<file path="src/rtl/sbd_pkg.sv">
// ----------------------------------------------------------------------------
// Spectral beat detector package
// Shared widths, reset values and defaults for the beat detector.
// ----------------------------------------------------------------------------
package sbd_pkg;

  localparam int BINS_DEFAULT = 8;

  localparam int BIN_W   = 3;
  localparam int POWER_W = 8;
  localparam int PEAK_W  = 9;
  localparam int FLOOR_W = 8;

  localparam int IN_DATA_W  = 16;
  localparam int OUT_DATA_W = 24;
  localparam int OUT_USER_W = 1;

  localparam logic [PEAK_W-1:0] PEAK_RESET = PEAK_W'(3);
  localparam logic [PEAK_W-1:0] PEAK_MAX   = PEAK_W'(318);

  typedef logic [BIN_W-1:0]   bin_t;
  typedef logic [POWER_W-1:0] power_t;
  typedef logic [PEAK_W-1:0]  peak_t;
  typedef logic [FLOOR_W-1:0] floor_t;

endpackage

</file>
<file path="src/rtl/spectral_beat_detector_unit.sv">
// ----------------------------------------------------------------------------
// Spectral beat detector
// Keeps per-bin floor, running peak and power history, flags beats per item.
// ----------------------------------------------------------------------------
// Pipeline: an accepted item passes the input register, then the result register;
//   the per-bin read, update and write back happen as the result register loads.
// Throughput: one item per cycle when not stalled, same bin back to back included.
// Reset: rst (synchronous) clears both stages and sets every bin to floor 0,
//   peak 3 and power history 0.
module spectral_beat_detector_unit
  import sbd_pkg::*;
#(
  parameter int BINS = BINS_DEFAULT
) (
  input  logic                  clk,
  input  logic                  rst,
  input  logic                  s_axis_tvalid,
  output logic                  s_axis_tready,
  input  logic [IN_DATA_W-1:0]  s_axis_tdata,   // [2:0] bin, [10:3] power
  output logic                  m_axis_tvalid,
  input  logic                  m_axis_tready,
  output logic [OUT_DATA_W-1:0] m_axis_tdata,   // [8:0] peak_level, [16:9] floor_level
  output logic [OUT_USER_W-1:0] m_axis_tuser    // [0] beat
);

  localparam int IDX_W = (BINS > 1) ? $clog2(BINS) : 1;

  // per-bin state
  floor_t floor_store       [BINS];
  peak_t  peak_store        [BINS];
  power_t last_power_store  [BINS];
  power_t older_power_store [BINS];

  // input register
  logic   in_valid;
  bin_t   in_bin;
  power_t in_power;

  logic   advance;
  logic   fire;
  logic   in_range;
  logic [IDX_W-1:0] idx;

  peak_t  pk_old;
  floor_t fl_old;
  power_t last;
  power_t older;

  logic          local_max;
  logic [9:0]    thresh_sum;
  logic [10:0]   upd_sum;
  peak_t         pk_next;
  floor_t        fl_track;
  floor_t        fl_next;
  logic [9:0]    beat_ref;
  logic          beat;

  assign advance       = !m_axis_tvalid || m_axis_tready;
  assign s_axis_tready = !in_valid || advance;
  assign fire          = in_valid && advance;

  always_ff @(posedge clk) begin
    if (rst) begin
      in_valid <= 1'b0;
    end else if (s_axis_tready) begin
      in_valid <= s_axis_tvalid;
    end
  end

  always_ff @(posedge clk) begin
    if (s_axis_tready && s_axis_tvalid) begin
      in_bin   <= s_axis_tdata[BIN_W-1:0];
      in_power <= s_axis_tdata[BIN_W+POWER_W-1:BIN_W];
    end
  end

  assign in_range = ({29'd0, in_bin} < 32'(BINS));
  assign idx      = IDX_W'(in_bin);

  assign pk_old = peak_store[idx];
  assign fl_old = floor_store[idx];
  assign last   = last_power_store[idx];
  assign older  = older_power_store[idx];

  always_comb begin
    thresh_sum = {2'b00, in_power} + {3'b000, pk_old[PEAK_W-1:2]};
    local_max  = (thresh_sum < {2'b00, last}) && (last > older);

    // move the peak toward the previous power, faster when it overshoots
    if ({1'b0, last} > pk_old) begin
      upd_sum = 11'(3 * pk_old) + {2'b00, last, 1'b0};
    end else begin
      upd_sum = 11'(3 * pk_old) + {3'b000, last};
    end
    pk_next = local_max ? upd_sum[10:2] : pk_old;

    if (in_power < fl_old) begin
      fl_track = in_power;
    end else if (fl_old != '0) begin
      fl_track = fl_old - FLOOR_W'(1);
    end else begin
      fl_track = fl_old;
    end

    beat_ref = {1'b0, fl_track, 1'b0} + {1'b0, pk_next};
    beat     = ({1'b0, in_power, 1'b0} > beat_ref);
    fl_next  = beat ? in_power : fl_track;
  end

  // write back
  always_ff @(posedge clk) begin
    if (rst) begin
      for (int k = 0; k < BINS; k++) begin
        floor_store[k]       <= '0;
        peak_store[k]        <= PEAK_RESET;
        last_power_store[k]  <= '0;
        older_power_store[k] <= '0;
      end
    end else if (fire && in_range) begin
      floor_store[idx]       <= fl_next;
      peak_store[idx]        <= pk_next;
      older_power_store[idx] <= last;
      last_power_store[idx]  <= in_power;
    end
  end

  // result register
  always_ff @(posedge clk) begin
    if (rst) begin
      m_axis_tvalid <= 1'b0;
    end else if (advance) begin
      m_axis_tvalid <= in_valid;
    end
  end

  always_ff @(posedge clk) begin
    if (fire) begin
      if (in_range) begin
        m_axis_tdata <= {7'd0, fl_next, pk_next};
        m_axis_tuser <= beat;
      end else begin
        m_axis_tdata <= '0;
        m_axis_tuser <= '0;
      end
    end
  end

endmodule

</file>
<file path="config.mk">
export PLATFORM = sky130hd
export DESIGN_NAME = spectral_beat_detector_unit
export DESIGN_NICKNAME = d
export VERILOG_FILES = /design/src/rtl/sbd_pkg.sv /design/src/rtl/spectral_beat_detector_unit.sv
export SDC_FILE = /design/constraint.sdc
export NUM_CORES = 1
export LEC_CHECK = 0
export BUFFER_PORTS_ARGS = -buffer_cell sky130_fd_sc_hd__clkbuf_2
export CAP_MARGIN = 20
export CELL_PAD_IN_SITES_DETAIL_PLACEMENT = 0
export CELL_PAD_IN_SITES_GLOBAL_PLACEMENT = 1
export CORE_UTILIZATION = 56
export CTS_CLUSTER_SIZE = 12
export DETAILED_ROUTE_END_ITERATION = 7
export PLACE_DENSITY_LB_ADDON = 0.1
export SKIP_LAST_GASP = 1
export SLEW_MARGIN = 10
export SYNTH_ARGS = -nofsm -noshare
export SYNTH_HDL_FRONTEND = slang
export SYNTH_SLANG_ARGS = --single-unit
export TNS_END_PERCENT = 50
</file>
<file path="constraint.sdc">
create_clock -name clk -period 22 [get_ports clk]
set_clock_uncertainty 0.15 [all_clocks]
set_input_delay 1.1 -clock clk [delete_from_list [all_inputs] [get_ports clk]]
set_output_delay 1.1 -clock clk [all_outputs]
set_load 0.005 [all_outputs]
</file>
Word level (Yosys, flattened, before mapping)
Memories as Yosys holds them, arrays and structs flattened. A register that Yosys moved wholly into a read port is not among the register bits.
Index checks and enable logic that the tools add are counted.
{"block": "totals", "regBits": 31, "latch_bits": 0, "ram_bits": 264, "rom_bits": 0, "input_bits": 20, "out_inout_bits": 27, "word_cells": 59, "memories": 4}
{"block": "op_classes", "add_sub_neg": 5, "n_mul": 1, "div_mod_pow": 0, "order_cmp": 5, "n_eq_ne": 0, "shifts": 0, "mux": 26, "n_bitwise": 0, "reduce_logical": 12}
{"name": "peak_store", "depth": 8, "word_bits": 9, "rd": 1, "rd_clocked_by_memory_dff": 1, "wr": 8, "line": "spectral_beat_detector_unit.sv:30", "source": "peak_t peak_store [BINS];"}
{"name": "floor_store", "depth": 8, "word_bits": 8, "rd": 1, "rd_clocked_by_memory_dff": 1, "wr": 8, "line": "spectral_beat_detector_unit.sv:29", "source": "floor_t floor_store [BINS];"}
{"name": "last_power_store", "depth": 8, "word_bits": 8, "rd": 1, "rd_clocked_by_memory_dff": 1, "wr": 8, "line": "spectral_beat_detector_unit.sv:31", "source": "power_t last_power_store [BINS];"}
{"name": "older_power_store", "depth": 8, "word_bits": 8, "rd": 1, "rd_clocked_by_memory_dff": 1, "wr": 8, "line": "spectral_beat_detector_unit.sv:32", "source": "power_t older_power_store [BINS];"}
{"cell": "$mux 8", "count": 6}
{"cell": "$mux 3", "count": 8}
{"cell": "$reduce_or 8->1", "count": 3}
{"cell": "$mux 9", "count": 2}
{"cell": "$add 11x8->11", "count": 1}
{"cell": "$add 11x9->11", "count": 1}
{"cell": "$mul 2x9->11 const A", "count": 1}
{"cell": "$mux 11", "count": 1}
{"cell": "$add 9x9->10", "count": 1}
{"cell": "$gt 9x10->1", "count": 1}
{"cell": "$add 8x7->9", "count": 1}
{"cell": "$gt 8x9->1", "count": 1}
{"cell": "$lt 9x8->1", "count": 1}
{"cell": "$mux 1", "count": 9}
{"cell": "$reduce_or 9->1", "count": 1}
{"cell": "$gt 8x8->1", "count": 1}
{"cell": "$lt 8x8->1", "count": 1}
{"cell": "$reduce_bool 8->1", "count": 1}
{"cell": "$sub 8x1->8 const B", "count": 1}
{"cell": "$logic_and 1x1->1", "count": 3}
{"cell": "$logic_not 1->1", "count": 2}
{"cell": "$logic_or 1x1->1", "count": 2}

Longest topological paths before layout
Gate-level depths: netlist of the first run.
{"block": "logic_depth", "word_depth": 8, "depth_mapped": 42, "mapped_depth_nobuf": 36}

Worst setup path after synthesis of the first run
Ideal clock, no wire load.
{"block": "synth_path", "kind": "register -> register", "from": "reg (tool-made name)", "to": "mem floor_store[0][0] in the netlist's numbering, data pin", "setup_time_ns": 0.270, "t_arrival_ns": 8.524, "t_required_ns": 21.580, "path_slack_ns": 13.056, "path_stages_with_launch": 37, "path_buffers": 5, "period_less_slack_ns": 8.944, "path_cell_list": "dfxtp_1 > buf_2 > buf_2 > buf_2 > buf_1 > mux4_2 > mux2i_1 > inv_1 > ha_1 > inv_1 > fa_1 > nor2b_1 > o31a_1 > o21a_1 > nor2_1 > xnor2_1 > ha_1 > a211oi_1 > o21ai_0 > o311ai_1 > nand4_2 > clkbuf_1 > o311ai_1 > inv_1 > ha_1 > nand2b_1 > o21ai_0 > xnor2_1 > ha_1 > a21oi_1 > o21ai_0 > a211oi_1 > nor4_1 > a21boi_2 > o31ai_4 > mux2i_2 > nor2_1"}
{"item": "end: declaration", "line": "spectral_beat_detector_unit.sv:29"}

==> results of run 1 <==
==> report_power, final <==
group | switching (uW) | total (uW) | internal [uW]
logic | 378 | 626 | 247
clock network | 207 | 479 | 272
registers | 17.6 | 681 | 664
total | 603 | 1790 | 1180
==> through the flow <==
step | cell area, um^2 | setup WS (ns) | total power, uW | instances
after floorplan | 15900 | 13.06 | 1160 | 1244
after global placement | 16500 | 11.40 | 1310 | 1625
after detailed placement | 16500 | 11.38 | 1320 | 1625
after CTS | 17400 | 11.34 | 1790 | 1679
after global routing | 17400 | 10.64 | 1890 | 1681
final | 17400 | 11.38 | 1790 | 1681
==> critical path, delay by kind of cell (launching register included) <==
kind	cells	cell delay (ns)
XOR/XNOR	2	0.29
AO/OA/AOI/OAI	12	3.51
flip-flops	1	0.64
adder cells (fa/ha/maj)	6	1.69
multiplexers	3	1.66
AND/OR/NAND/NOR	6	1.09
buffers and inverters	4	1.25
==> cell type report <==
class / count / area (um^2) / area share (%)
inverters: 60 / 225 / 1.29
clock inverters: 6 / 35.0 / 0.201
repair buffers: 66 / 420 / 2.41
clock buffers: 48 / 880 / 5.05
well taps: 378 / 473 / 2.72
multi-input cells: 825 / 6470 / 37.2
flip-flops and latches: 298 / 8910 / 51.1
==> placed cells by master (no fill, tap or decap), types with 6 or more instances in the layout <==
| cell | instances |
|---|---|
| sky130_fd_sc_hd__edfxtp_1 | 293 |
| sky130_fd_sc_hd__nor2_1 | 268 |
| sky130_fd_sc_hd__ha_1 | 81 |
| sky130_fd_sc_hd__mux4_2 | 68 |
| sky130_fd_sc_hd__nand2_1 | 50 |
| sky130_fd_sc_hd__inv_1 | 48 |
| sky130_fd_sc_hd__mux2i_1 | 36 |
| sky130_fd_sc_hd__clkbuf_2 | 34 |
| sky130_fd_sc_hd__clkbuf_16 | 31 |
| sky130_fd_sc_hd__buf_4 | 30 |
| sky130_fd_sc_hd__a21oi_1 | 29 |
| sky130_fd_sc_hd__and3_1 | 27 |
| sky130_fd_sc_hd__xnor2_1 | 22 |
| sky130_fd_sc_hd__o21ai_0 | 19 |
| sky130_fd_sc_hd__nor3_1 | 18 |
| sky130_fd_sc_hd__a21o_1 | 15 |
| sky130_fd_sc_hd__nand3_1 | 15 |
| sky130_fd_sc_hd__nor2b_1 | 14 |
| sky130_fd_sc_hd__clkbuf_1 | 13 |
| sky130_fd_sc_hd__and2_1 | 12 |
| sky130_fd_sc_hd__mux2i_2 | 11 |
| sky130_fd_sc_hd__o21a_1 | 11 |
| sky130_fd_sc_hd__nand2b_1 | 10 |
| sky130_fd_sc_hd__mux2_2 | 9 |
| sky130_fd_sc_hd__xor2_1 | 9 |
| sky130_fd_sc_hd__inv_2 | 8 |
| sky130_fd_sc_hd__nand2b_2 | 8 |
| sky130_fd_sc_hd__o211ai_1 | 7 |
| sky130_fd_sc_hd__conb_1 | 7 |
| sky130_fd_sc_hd__clkinv_1 | 6 |
| sky130_fd_sc_hd__a31oi_1 | 6 |
==> worst max path at each step <==
stage	slack [ns]	startpoint	depth (start not counted)	endpoint
after detailed placement	11.38	flop	33	floor_store[1][7]$_SDFFCE_PN0P_
after floorplan	13.06	flop	36	floor_store[0][0]$_SDFFCE_PN0P_
final	11.38	flop	33	floor_store[1][7]$_SDFFCE_PN0P_
after global placement	11.40	flop	33	floor_store[4][7]$_SDFFCE_PN0P_
after CTS	11.34	flop	33	floor_store[3][0]$_SDFFCE_PN0P_
after global routing	10.64	flop	34	floor_store[2][0]$_SDFFCE_PN0P_
==> routing by layer <==
metal	track usage [%]	up-vias	share of wire, %	wire length (um)
met4	8.46	0	2.6	1010
met2	49.1	346	50	19600
met1	36.8	4976	41	16100
li1	-	4644	-	-
met3	4.26	60	6.5	2540
met5	0	-	0	0
==> registers in the layout, indices dropped and copies added (netlist names), named ones only <==
name / count
peak_store: 72
floor_store: 64
last_power_store: 64
older_power_store: 64
m_axis_tdata: 17
in_power: 8
idx: 3
in_valid: 1
m_axis_tuser: 1
m_axis_tvalid: 1
==> logic make-up (layout without fill, tap and decap cells) <==
| logic type | Yosys count | count (layout) | share of synthesized area, % |
|---|---|---|---|
| compound gates | 137 | 137 | 6.09 |
| xor+xnor | 32 | 32 | 1.82 |
| fa+ha+maj | 85 | 85 | 6.91 |
| buf+inv | 121 | 180 | 3.17 |
| flops | 298 | 298 | 56.2 |
| mux | 125 | 125 | 13.6 |
| other cells | 1 | 7 | 0.0237 |
| simple gates | 439 | 439 | 12.2 |
==> run_results.csv, run 1 <==
group,metric,value,unit
detailed_routing,route.detailed.wl_per_inst,23.3,um
worst_setup_path,timing.critical_path.slowest_stage_cell,"sky130_fd_sc_hd__a21oi_1",
synth,ys.flop_type,"sky130_fd_sc_hd__edfxtp_1",
worst_setup_path,worst_r2r_path_depth,33,
power_and_ir_drop,irDropWorstVdd,0.0809,mV
global_routing,gr-total-overflow,0,
detailed_routing,dr_total_vias,10000,
detailed_routing,drt_drc_violations_left,0,
job,max_cap_violations,0,
global_routing,grt_start_max_net_pins,44,
synth,yosysUniqueCellTypes,69,
worst_hold_path,worstHoldEndpoint,"m_axis_tvalid$_SDFFE_PP0P_",
sta,finalSetupTns,0,ns
sta,tightestPinTransition,1.14,ns
sta,layout_min_cycle_time,10.62,ns
clock_network,max-clock-path-buffers,3,
worst_setup_path,cp_data_arrival_time,10.74,ns
finish,synthToLayoutAreaGrowth,10.0,%
finish,nets,1387,
detailed_routing,drt.antenna.violating_nets,0,
global_routing,grt_use_total,28.3,%
worst_hold_path,holdCritPathClass,"flop to flop",
global_routing,wire_length_of_the_first_global_routing_pass,59700,um
finish,fraction_of_layout_cells_with_a_size_suffix_above_1,17.0,%
synth,ys_top_cells_by_count,"293 x sky130_fd_sc_hd__edfxtp_1, 268 x sky130_fd_sc_hd__nor2_1, 81 x sky130_fd_sc_hd__ha_1, 68 x sky130_fd_sc_hd__mux4_2, 50 x sky130_fd_sc_hd__nand2_1",
sta,achievable-frequency,94.2,MHz
placement,place.gp.congestion,0.880,
detailed_routing,iteration_0_drc_markers,913,
floorplanning,die-height,170,um
power_and_ir_drop,p_leak,0.00684,uW
synth,synth.top_cells.by_area,"sky130_fd_sc_hd__edfxtp_1 56%, sky130_fd_sc_hd__mux4_2 9.7%, sky130_fd_sc_hd__ha_1 6.4%, sky130_fd_sc_hd__nor2_1 6.4%, sky130_fd_sc_hd__mux2i_1 2.3%",
synth,synth_most_common_cell,"sky130_fd_sc_hd__edfxtp_1",
floorplanning,floorplan.initialDensity,57.0,%
worst_setup_path,largest_fanout_on_the_critical_path,42,
clock_network,clock_insertion_delay_worst_skew,0.56,ns
floorplanning,floorplan.die_area,0.0289,mm^2
clock_network,cts_setup_buffers,0,
clock_network,cts_made_buffers,31,
worst_hold_path,hold-path-cell-count,2,
detailed_routing,vias_per_cell,5.96,
clock_network,cts_resized,0,
sta,timing.final.hold_violations,0,
global_routing,grt_pass1_vias,10200,
floorplanning,rows,61,
sta,rsz0062_at_grt,"false",
worst_setup_path,crit_required,22.13,ns
synth,yosys_warnings,0,
floorplanning,ioPinCount,47,
worst_setup_path,rr_endpoint,"floor_store[1][7]$_SDFFCE_PN0P_",
synth,yosys_top_cell_by_area,"sky130_fd_sc_hd__edfxtp_1",
worst_setup_path,cp_endpoint_kind,"flop",
clock_network,cts_hold_buf,0,
floorplanning,core_outline_area,0.0278,mm^2
detailed_routing,detail_route.wirelength,39200,um
global_routing,grt_antenna_before_repair,0,
synth,synth_area_per_cell,12.8,um^2
synth,synth_top_area_share,55.6,%
sta,final_min_period_over_clock_period,48.3,%
clock_network,cts_tree,"done",
detailed_routing,length_of_the_first_detailed_routing_pass_in_iterations,5,
synth,postSynthRegisterBits,298,
worst_setup_path,worstSetupStartpointType,"flop",
synth,synth_area,0.0158,mm^2
synth,synth-edff-count,293,
synth,ys_async_sr_fraction,0,%
clock_network,clock_sink_count,298,
finish,antenna_cells,0,
worst_hold_path,timing.hold.worst.start,"in_valid$_SDFFE_PP0N_",
run_status,run_status,"complete, no violations",
clock_network,clkSlewWorstSetupHoldPaths,0.06,ns
sta,hold_ws,0.376,ns
worst_setup_path,reg2reg_slack,11.38,ns
power_and_ir_drop,power.density,103,mW/mm^2
synth,post_synth_inst_count,1238,
clock_network,cts_max_level,1,
worst_setup_path,critical_path.max_stage_delay,1.05,ns
worst_setup_path,setup.worst_path.class,"flop to flop",
clock_network,clockRootBuffer,"sky130_fd_sc_hd__clkbuf_16",
synth,yosysSeqAreaShare,56.2,%
placement,hpwl_dp,25000,um
floorplanning,die_x,170,um
sta,final-setup-viol-count,0,
placement,port_buffers,34,
worst_setup_path,crit_top_cell,"sky130_fd_sc_hd__ha_1",
finish,finish.utilization,62.7,%
sta,slew-limit-headroom,23.8,%
sta,slew_viol_final,0,
finish,num-fill-cells,2219,
Power figures use the tool's default switching activity.
==> run 2: changes to the inputs <==
--- a/config.mk
+++ b/config.mk
@@ -9,7 +9,7 @@
 export CAP_MARGIN = 20
 export CELL_PAD_IN_SITES_DETAIL_PLACEMENT = 0
 export CELL_PAD_IN_SITES_GLOBAL_PLACEMENT = 1
-export CORE_UTILIZATION = 56
+export CORE_UTILIZATION = 52
 export CTS_CLUSTER_SIZE = 12
 export DETAILED_ROUTE_END_ITERATION = 7
 export PLACE_DENSITY_LB_ADDON = 0.1
==> constraint.sdc (replaced) <==
create_clock -name clk -period 10.35 [get_ports clk]
set_clock_uncertainty 0.15 [all_clocks]
set_input_delay 0.5175 -clock clk [delete_from_list [all_inputs] [get_ports clk]]
set_output_delay 0.5175 -clock clk [all_outputs]
set_load 0.005 [all_outputs]
==> run_results.csv, run 2 (synthesis results as in run 1) <==
group,metric,value,unit
placement,place.gp.congestion,0.847,
global_routing,grt_antenna_before_repair,0,
finish,layout_commonest_cell,"sky130_fd_sc_hd__edfxtp_1",
finish,top_register,"peak_store",
placement,place_inst,1650,
clock_network,clkSlewWorstSetupHoldPaths,0.06,ns
floorplanning,die_x,176,um
worst_setup_path,worst_r2r_path_depth,30,
worst_setup_path,number_of_buffer_and_inverter_stages_on_the_critical_path,5,
clock_network,cts_max_level,1,
sta,tightestPinTransition,0.772,ns
global_routing,wire_length_of_the_first_global_routing_pass,61500,um
worst_setup_path,setup.worst_path.class,"flop to flop",
detailed_routing,vias_per_cell,5.93,
worst_setup_path,critical_path.max_stage_delay,0.63,ns
worst_setup_path,largest_fanout_on_the_critical_path,29,
worst_hold_path,timing.hold.worst.start,"s_axis_tvalid",
detailed_routing,drt_drc_violations_left,0,
floorplanning,rows,63,
sta,final_min_period_over_clock_period,89.9,%
power_and_ir_drop,power.total,3820,uW
power_and_ir_drop,power.density,217,mW/mm^2
worst_hold_path,hold-path-cell-count,3,
placement,hpwl_dp,25900,um
power_and_ir_drop,irDropWorstVdd,0.156,mV
worst_setup_path,crit_family,"compound AO/OA/AOI/OAI gates",
worst_setup_path,timing.critical_path.slowest_stage_cell,"sky130_fd_sc_hd__dfxtp_4",
finish,fraction_of_layout_cells_with_a_size_suffix_above_1,17.4,%
sta,finalSetupTns,0,ns
global_routing,grt_use_total,27.1,%
floorplanning,floorplan.die_area,0.0311,mm^2
global_routing,gr-total-overflow,0,
detailed_routing,drt.antenna.violating_nets,0,
detailed_routing,route.detailed.wl_per_inst,23.9,um
worst_setup_path,worstSetupStartpointType,"flop",
sta,layout_min_cycle_time,9.30,ns
worst_setup_path,cp_endpoint_kind,"flop",
placement,port_buffers,34,
floorplanning,core_outline_area,0.0298,mm^2
worst_setup_path,cp_data_arrival_time,9.45,ns
clock_network,cts_tree,"done",
floorplanning,die-height,176,um
sta,rsz0062_at_grt,"false",
run_status,run_status,"complete, no violations",
floorplanning,ioPinCount,47,
clock_network,max-clock-path-buffers,3,
detailed_routing,detail_route.wirelength,41100,um
finish,nets,1409,
job,max_cap_violations,0,
finish,finish.utilization,59.1,%
finish,synthToLayoutAreaGrowth,11.2,%
clock_network,clock_insertion_delay_worst_skew,0.58,ns
worst_setup_path,worst-path-stages,30,
clock_network,clock_sink_count,298,
worst_setup_path,reg2reg_slack,1.05,ns
finish,antenna_cells,0,
sta,timing.final.hold_violations,0,
clock_network,clockRootBuffer,"sky130_fd_sc_hd__clkbuf_16",
detailed_routing,dr_total_vias,10200,
clock_network,cts_made_buffers,31,
sta,achievable-frequency,107,MHz
finish,largest_reg_flops,72,
sta,slew_viol_final,0,
finish,layout.cells.non_filler,1717,
sta,slew-limit-headroom,47.8,%
floorplanning,floorplan.initialDensity,53.1,%
power_and_ir_drop,p_leak,0.00692,uW
global_routing,grt_pass1_vias,10300,
clock_network,cts_resized,0,
detailed_routing,iteration_0_drc_markers,847,
finish,most-common-layout-cells,"293 x sky130_fd_sc_hd__edfxtp_1, 268 x sky130_fd_sc_hd__nor2_1, 81 x sky130_fd_sc_hd__ha_1",
sta,final-setup-viol-count,0,
worst_setup_path,crit_required,10.49,ns
global_routing,grt_start_max_net_pins,42,
detailed_routing,length_of_the_first_detailed_routing_pass_in_iterations,5,
worst_hold_path,holdCritPathClass,"primary input to flop",
run 2: repair_timing:
action	4_1_cts	5_1_grt
hold endpoints to repair	11	0
endpoints found under the setup margin	0	0
buffers inserted	0	0
hold buffers	11	0
run 2: final timing paths:
kind | end
hold / removal | in_valid$_SDFFE_PP0N_
setup reg to reg | floor_store[6][4]$_SDFFCE_PN0P_
hold reg to reg | m_axis_tvalid$_SDFFE_PP0P_
setup / recovery | floor_store[6][4]$_SDFFCE_PN0P_
run 2: layout make-up:
class,count,area [um^2]
clock buffer,48,850
multi-input combinational,825,6470
clock inverter,8,58.8
sequential,298,8910
timing repair buffer,88,603
inverter,60,225
fill,2393,12200
tap,390,488
run 2: through the flow:
stage	hold WS, ns	setup WS, ns	cell area, um^2
after global placement	0.368	1.12	16600
after global routing	0.0464	0.243	17600
final	0.0213	1.05	17600
after detailed placement	0.364	1.02	16600
after CTS	0.00306	0.943	17600
after floorplan	0.337	1.41	15900
run 2: routing by layer:
metal | routed length [um] | up-vias | global-route usage, %
met5 | 0 | - | 0
met4 | 858 | 0 | 7.00
met3 | 2670 | 56 | 3.27
met2 | 20100 | 367 | 45.2
met1 | 17500 | 5065 | 37.7
li1 | - | 4692 | -
run 2: worst register-to-register path: cells and delay by family, from the launching register on:
kind | cells | cell delay (ns)
xor+xnor | 1 | 0.12
mux | 3 | 1.80
buf+inv | 5 | 1.67
flops | 1 | 0.63
simple gates | 7 | 1.21
compound gates | 11 | 2.56
fa+ha+maj | 3 | 0.89
run 2: power by group:
part / internal [uW] / total [uW] / switching (uW)
Clock: 564 / 1010 / 450
Sequential: 1410 / 1450 / 37.0
Combinational: 544 / 1360 / 815
==> run 3: changes to the inputs <==
--- a/config.mk
+++ b/config.mk
@@ -6,13 +6,12 @@
 export NUM_CORES = 1
 export LEC_CHECK = 0
 export BUFFER_PORTS_ARGS = -buffer_cell sky130_fd_sc_hd__clkbuf_2
-export CAP_MARGIN = 20
 export CELL_PAD_IN_SITES_DETAIL_PLACEMENT = 0
 export CELL_PAD_IN_SITES_GLOBAL_PLACEMENT = 1
 export CORE_UTILIZATION = 52
 export CTS_CLUSTER_SIZE = 12
 export DETAILED_ROUTE_END_ITERATION = 7
-export PLACE_DENSITY_LB_ADDON = 0.1
+export PLACE_DENSITY_LB_ADDON = 0.25
 export SKIP_LAST_GASP = 1
 export SLEW_MARGIN = 10
 export SYNTH_ARGS = -nofsm -noshare
==> run_results.csv, run 3 (synthesis results as in run 1) <==
group,metric,value,unit
finish,finish.utilization,58.8,%
finish,antenna_cells,0,
clock_network,clock_sink_count,298,
power_and_ir_drop,irDropWorstVdd,0.161,mV
clock_network,cts_max_level,1,
clock_network,clock_insertion_delay_worst_skew,0.57,ns
placement,port_buffers,34,
worst_setup_path,cp_data_arrival_time,9.59,ns
finish,layout_commonest_cell,"sky130_fd_sc_hd__edfxtp_1",
sta,layout_min_cycle_time,9.46,ns
worst_setup_path,critical_path.max_stage_delay,0.98,ns
detailed_routing,route.detailed.wl_per_inst,23.4,um
worst_setup_path,crit_required,10.49,ns
sta,timing.final.ws_setup,0.894,ns
floorplanning,die_x,176,um
floorplanning,floorplan.die_area,0.0311,mm^2
detailed_routing,drt.antenna.violating_nets,0,
run_status,run_status,"complete, no violations",
clock_network,max-clock-path-buffers,3,
finish,synthToLayoutAreaGrowth,10.7,%
worst_hold_path,timing.hold.worst.start,"s_axis_tvalid",
worst_setup_path,worst_r2r_path_depth,30,
floorplanning,floorplan.initialDensity,53.1,%
placement,placed_area,0.0165,mm^2
sta,final-setup-viol-count,0,
sta,tightestPinTransition,1.20,ns
sta,final_min_period_over_clock_period,91.4,%
detailed_routing,dr_total_vias,10200,
worst_hold_path,hold-path-cell-count,3,
placement,dp_worst_setup_slack,0.908,ns
detailed_routing,length_of_the_first_detailed_routing_pass_in_iterations,5,
power_and_ir_drop,p_leak,0.00687,uW
finish,largest_reg_flops,72,
finish,post-route-cell-area,0.0175,mm^2
finish,top_register,"peak_store",
finish,most-common-layout-cells,"293 x sky130_fd_sc_hd__edfxtp_1, 268 x sky130_fd_sc_hd__nor2_1, 81 x sky130_fd_sc_hd__ha_1",
clock_network,cts_hold_buf,11,
worst_hold_path,worstHoldEndpoint,"in_valid$_SDFFE_PP0N_",
floorplanning,core_outline_area,0.0298,mm^2
global_routing,grt_antenna_before_repair,0,
clock_network,cts_tree,"done",
floorplanning,rows,63,
placement,hpwl_dp,24500,um
worst_setup_path,rr_endpoint,"floor_store[0][4]$_SDFFCE_PN0P_",
worst_setup_path,cp_endpoint_kind,"flop",
worst_setup_path,setup.worst_path.class,"flop to flop",
worst_hold_path,holdCritPathClass,"primary input to flop",
worst_setup_path,timing.critical_path.slowest_stage_cell,"sky130_fd_sc_hd__o311ai_1",
clock_network,clockRootBuffer,"sky130_fd_sc_hd__clkbuf_16",
job,max_cap_violations,0,
placement,place.gp.congestion,0.879,
worst_setup_path,reg2reg_slack,0.89,ns
sta,timing.final.hold_violations,0,
global_routing,grt_pass1_vias,10300,
detailed_routing,detail_route.wirelength,39800,um
finish,fraction_of_layout_cells_with_a_size_suffix_above_1,16.6,%
clock_network,cts_resized,0,
sta,finalSetupTns,0,ns
sta,achievable-frequency,106,MHz
clock_network,cts_made_buffers,31,
worst_setup_path,crit_top_cell,"sky130_fd_sc_hd__ha_1",
worst_setup_path,largest_fanout_on_the_critical_path,27,
sta,slew_viol_final,0,
detailed_routing,vias_per_cell,5.96,
global_routing,grt_start_max_net_pins,34,
floorplanning,ioPinCount,47,
global_routing,gr-total-overflow,0,
sta,rsz0062_at_grt,"false",
worst_setup_path,worstSetupStartpointType,"flop",
sta,slew-limit-headroom,20.0,%
power_and_ir_drop,power.density,217,mW/mm^2
detailed_routing,drt_drc_violations_left,0,
finish,num-fill-cells,2429,
floorplanning,die-height,176,um
global_routing,wire_length_of_the_first_global_routing_pass,61400,um
detailed_routing,iteration_0_drc_markers,919,
clock_network,clkSlewWorstSetupHoldPaths,0.06,ns
clock_network,cts_setup_buffers,0,
finish,nets,1400,
global_routing,grt_use_total,26.6,%
==> run 3: changes by cell type in the layout (fill, tap and decap cells not counted) <==
cell                         delta
sky130_fd_sc_hd__buf_4          -9
sky130_fd_sc_hd__bufinv_16      +1
sky130_fd_sc_hd__clkbuf_1       -7
sky130_fd_sc_hd__clkbuf_8       -1
sky130_fd_sc_hd__clkinv_1       +9
sky130_fd_sc_hd__clkinv_2       -2
sky130_fd_sc_hd__clkinv_4       -1
sky130_fd_sc_hd__clkinvlp_4     -1
sky130_fd_sc_hd__inv_16         -1
sky130_fd_sc_hd__inv_6          +1
sky130_fd_sc_hd__nand2_1        -1
sky130_fd_sc_hd__nand2_2        +1
==> run 3: worst max-delay path by stage <==
stage                                           end  cells after the start  start  slack [ns]
floorplan           floor_store[0][0]$_SDFFCE_PN0P_                     36   flop        1.41
global placement    floor_store[3][4]$_SDFFCE_PN0P_                     30   flop        1.05
detailed placement  floor_store[3][4]$_SDFFCE_PN0P_                     30   flop        0.91
CTS                 floor_store[3][4]$_SDFFCE_PN0P_                     30   flop        0.89
global route        floor_store[3][2]$_SDFFCE_PN0P_                     30   flop        0.16
finish              floor_store[0][4]$_SDFFCE_PN0P_                     30   flop        0.89
==> run 3: final cells by class <==
type,count,area [um^2],share of cell area [%]
sequential,298,8910,50.8
tap,390,488,2.78
multi-input combinational,825,6480,37.0
timing repair buffer,79,536,3.06
clock inverter,14,85.1,0.485
inverter,60,225,1.28
clock buffer,40,810,4.62
==> run 3: per-stage QoR <==
step	hold WS (ns)	std cells	total power [uW]
2_1_floorplan	0.337	1244	2460
3_3_place_gp	0.365	1641	2800
3_5_place_dp	0.371	1641	2810
4_1_cts	0.00671	1706	3830
5_1_grt	0.0290	1706	4020
6_report	0.0255	1706	3810
==> run 3: critical path: cells and delay by family (launching register included) <==
family	cells	cell delay, ns
AND/OR/NAND/NOR	5	0.73
XOR/XNOR	2	0.23
buffers and inverters	3	0.75
flip-flops	1	0.73
adder cells (fa/ha/maj)	4	1.24
AO/OA/AOI/OAI	13	3.62
multiplexers	3	1.67
==> run 3: power breakdown <==
group	total, uW	switching, uW	leakage, uW	internal, uW
Sequential	1450	39.7	0.00299	1410
Combinational	1340	804	0.00345	538
Clock	1010	446	0.000432	568
==> run 3: layer usage <==
metal	vias up	wire, um	track usage (%)
li1	4673	-	-
met1	5116	17700	37.8
met2	318	18700	43.4
met3	62	2530	3.64
met4	0	869	6.32
met5	-	0	0
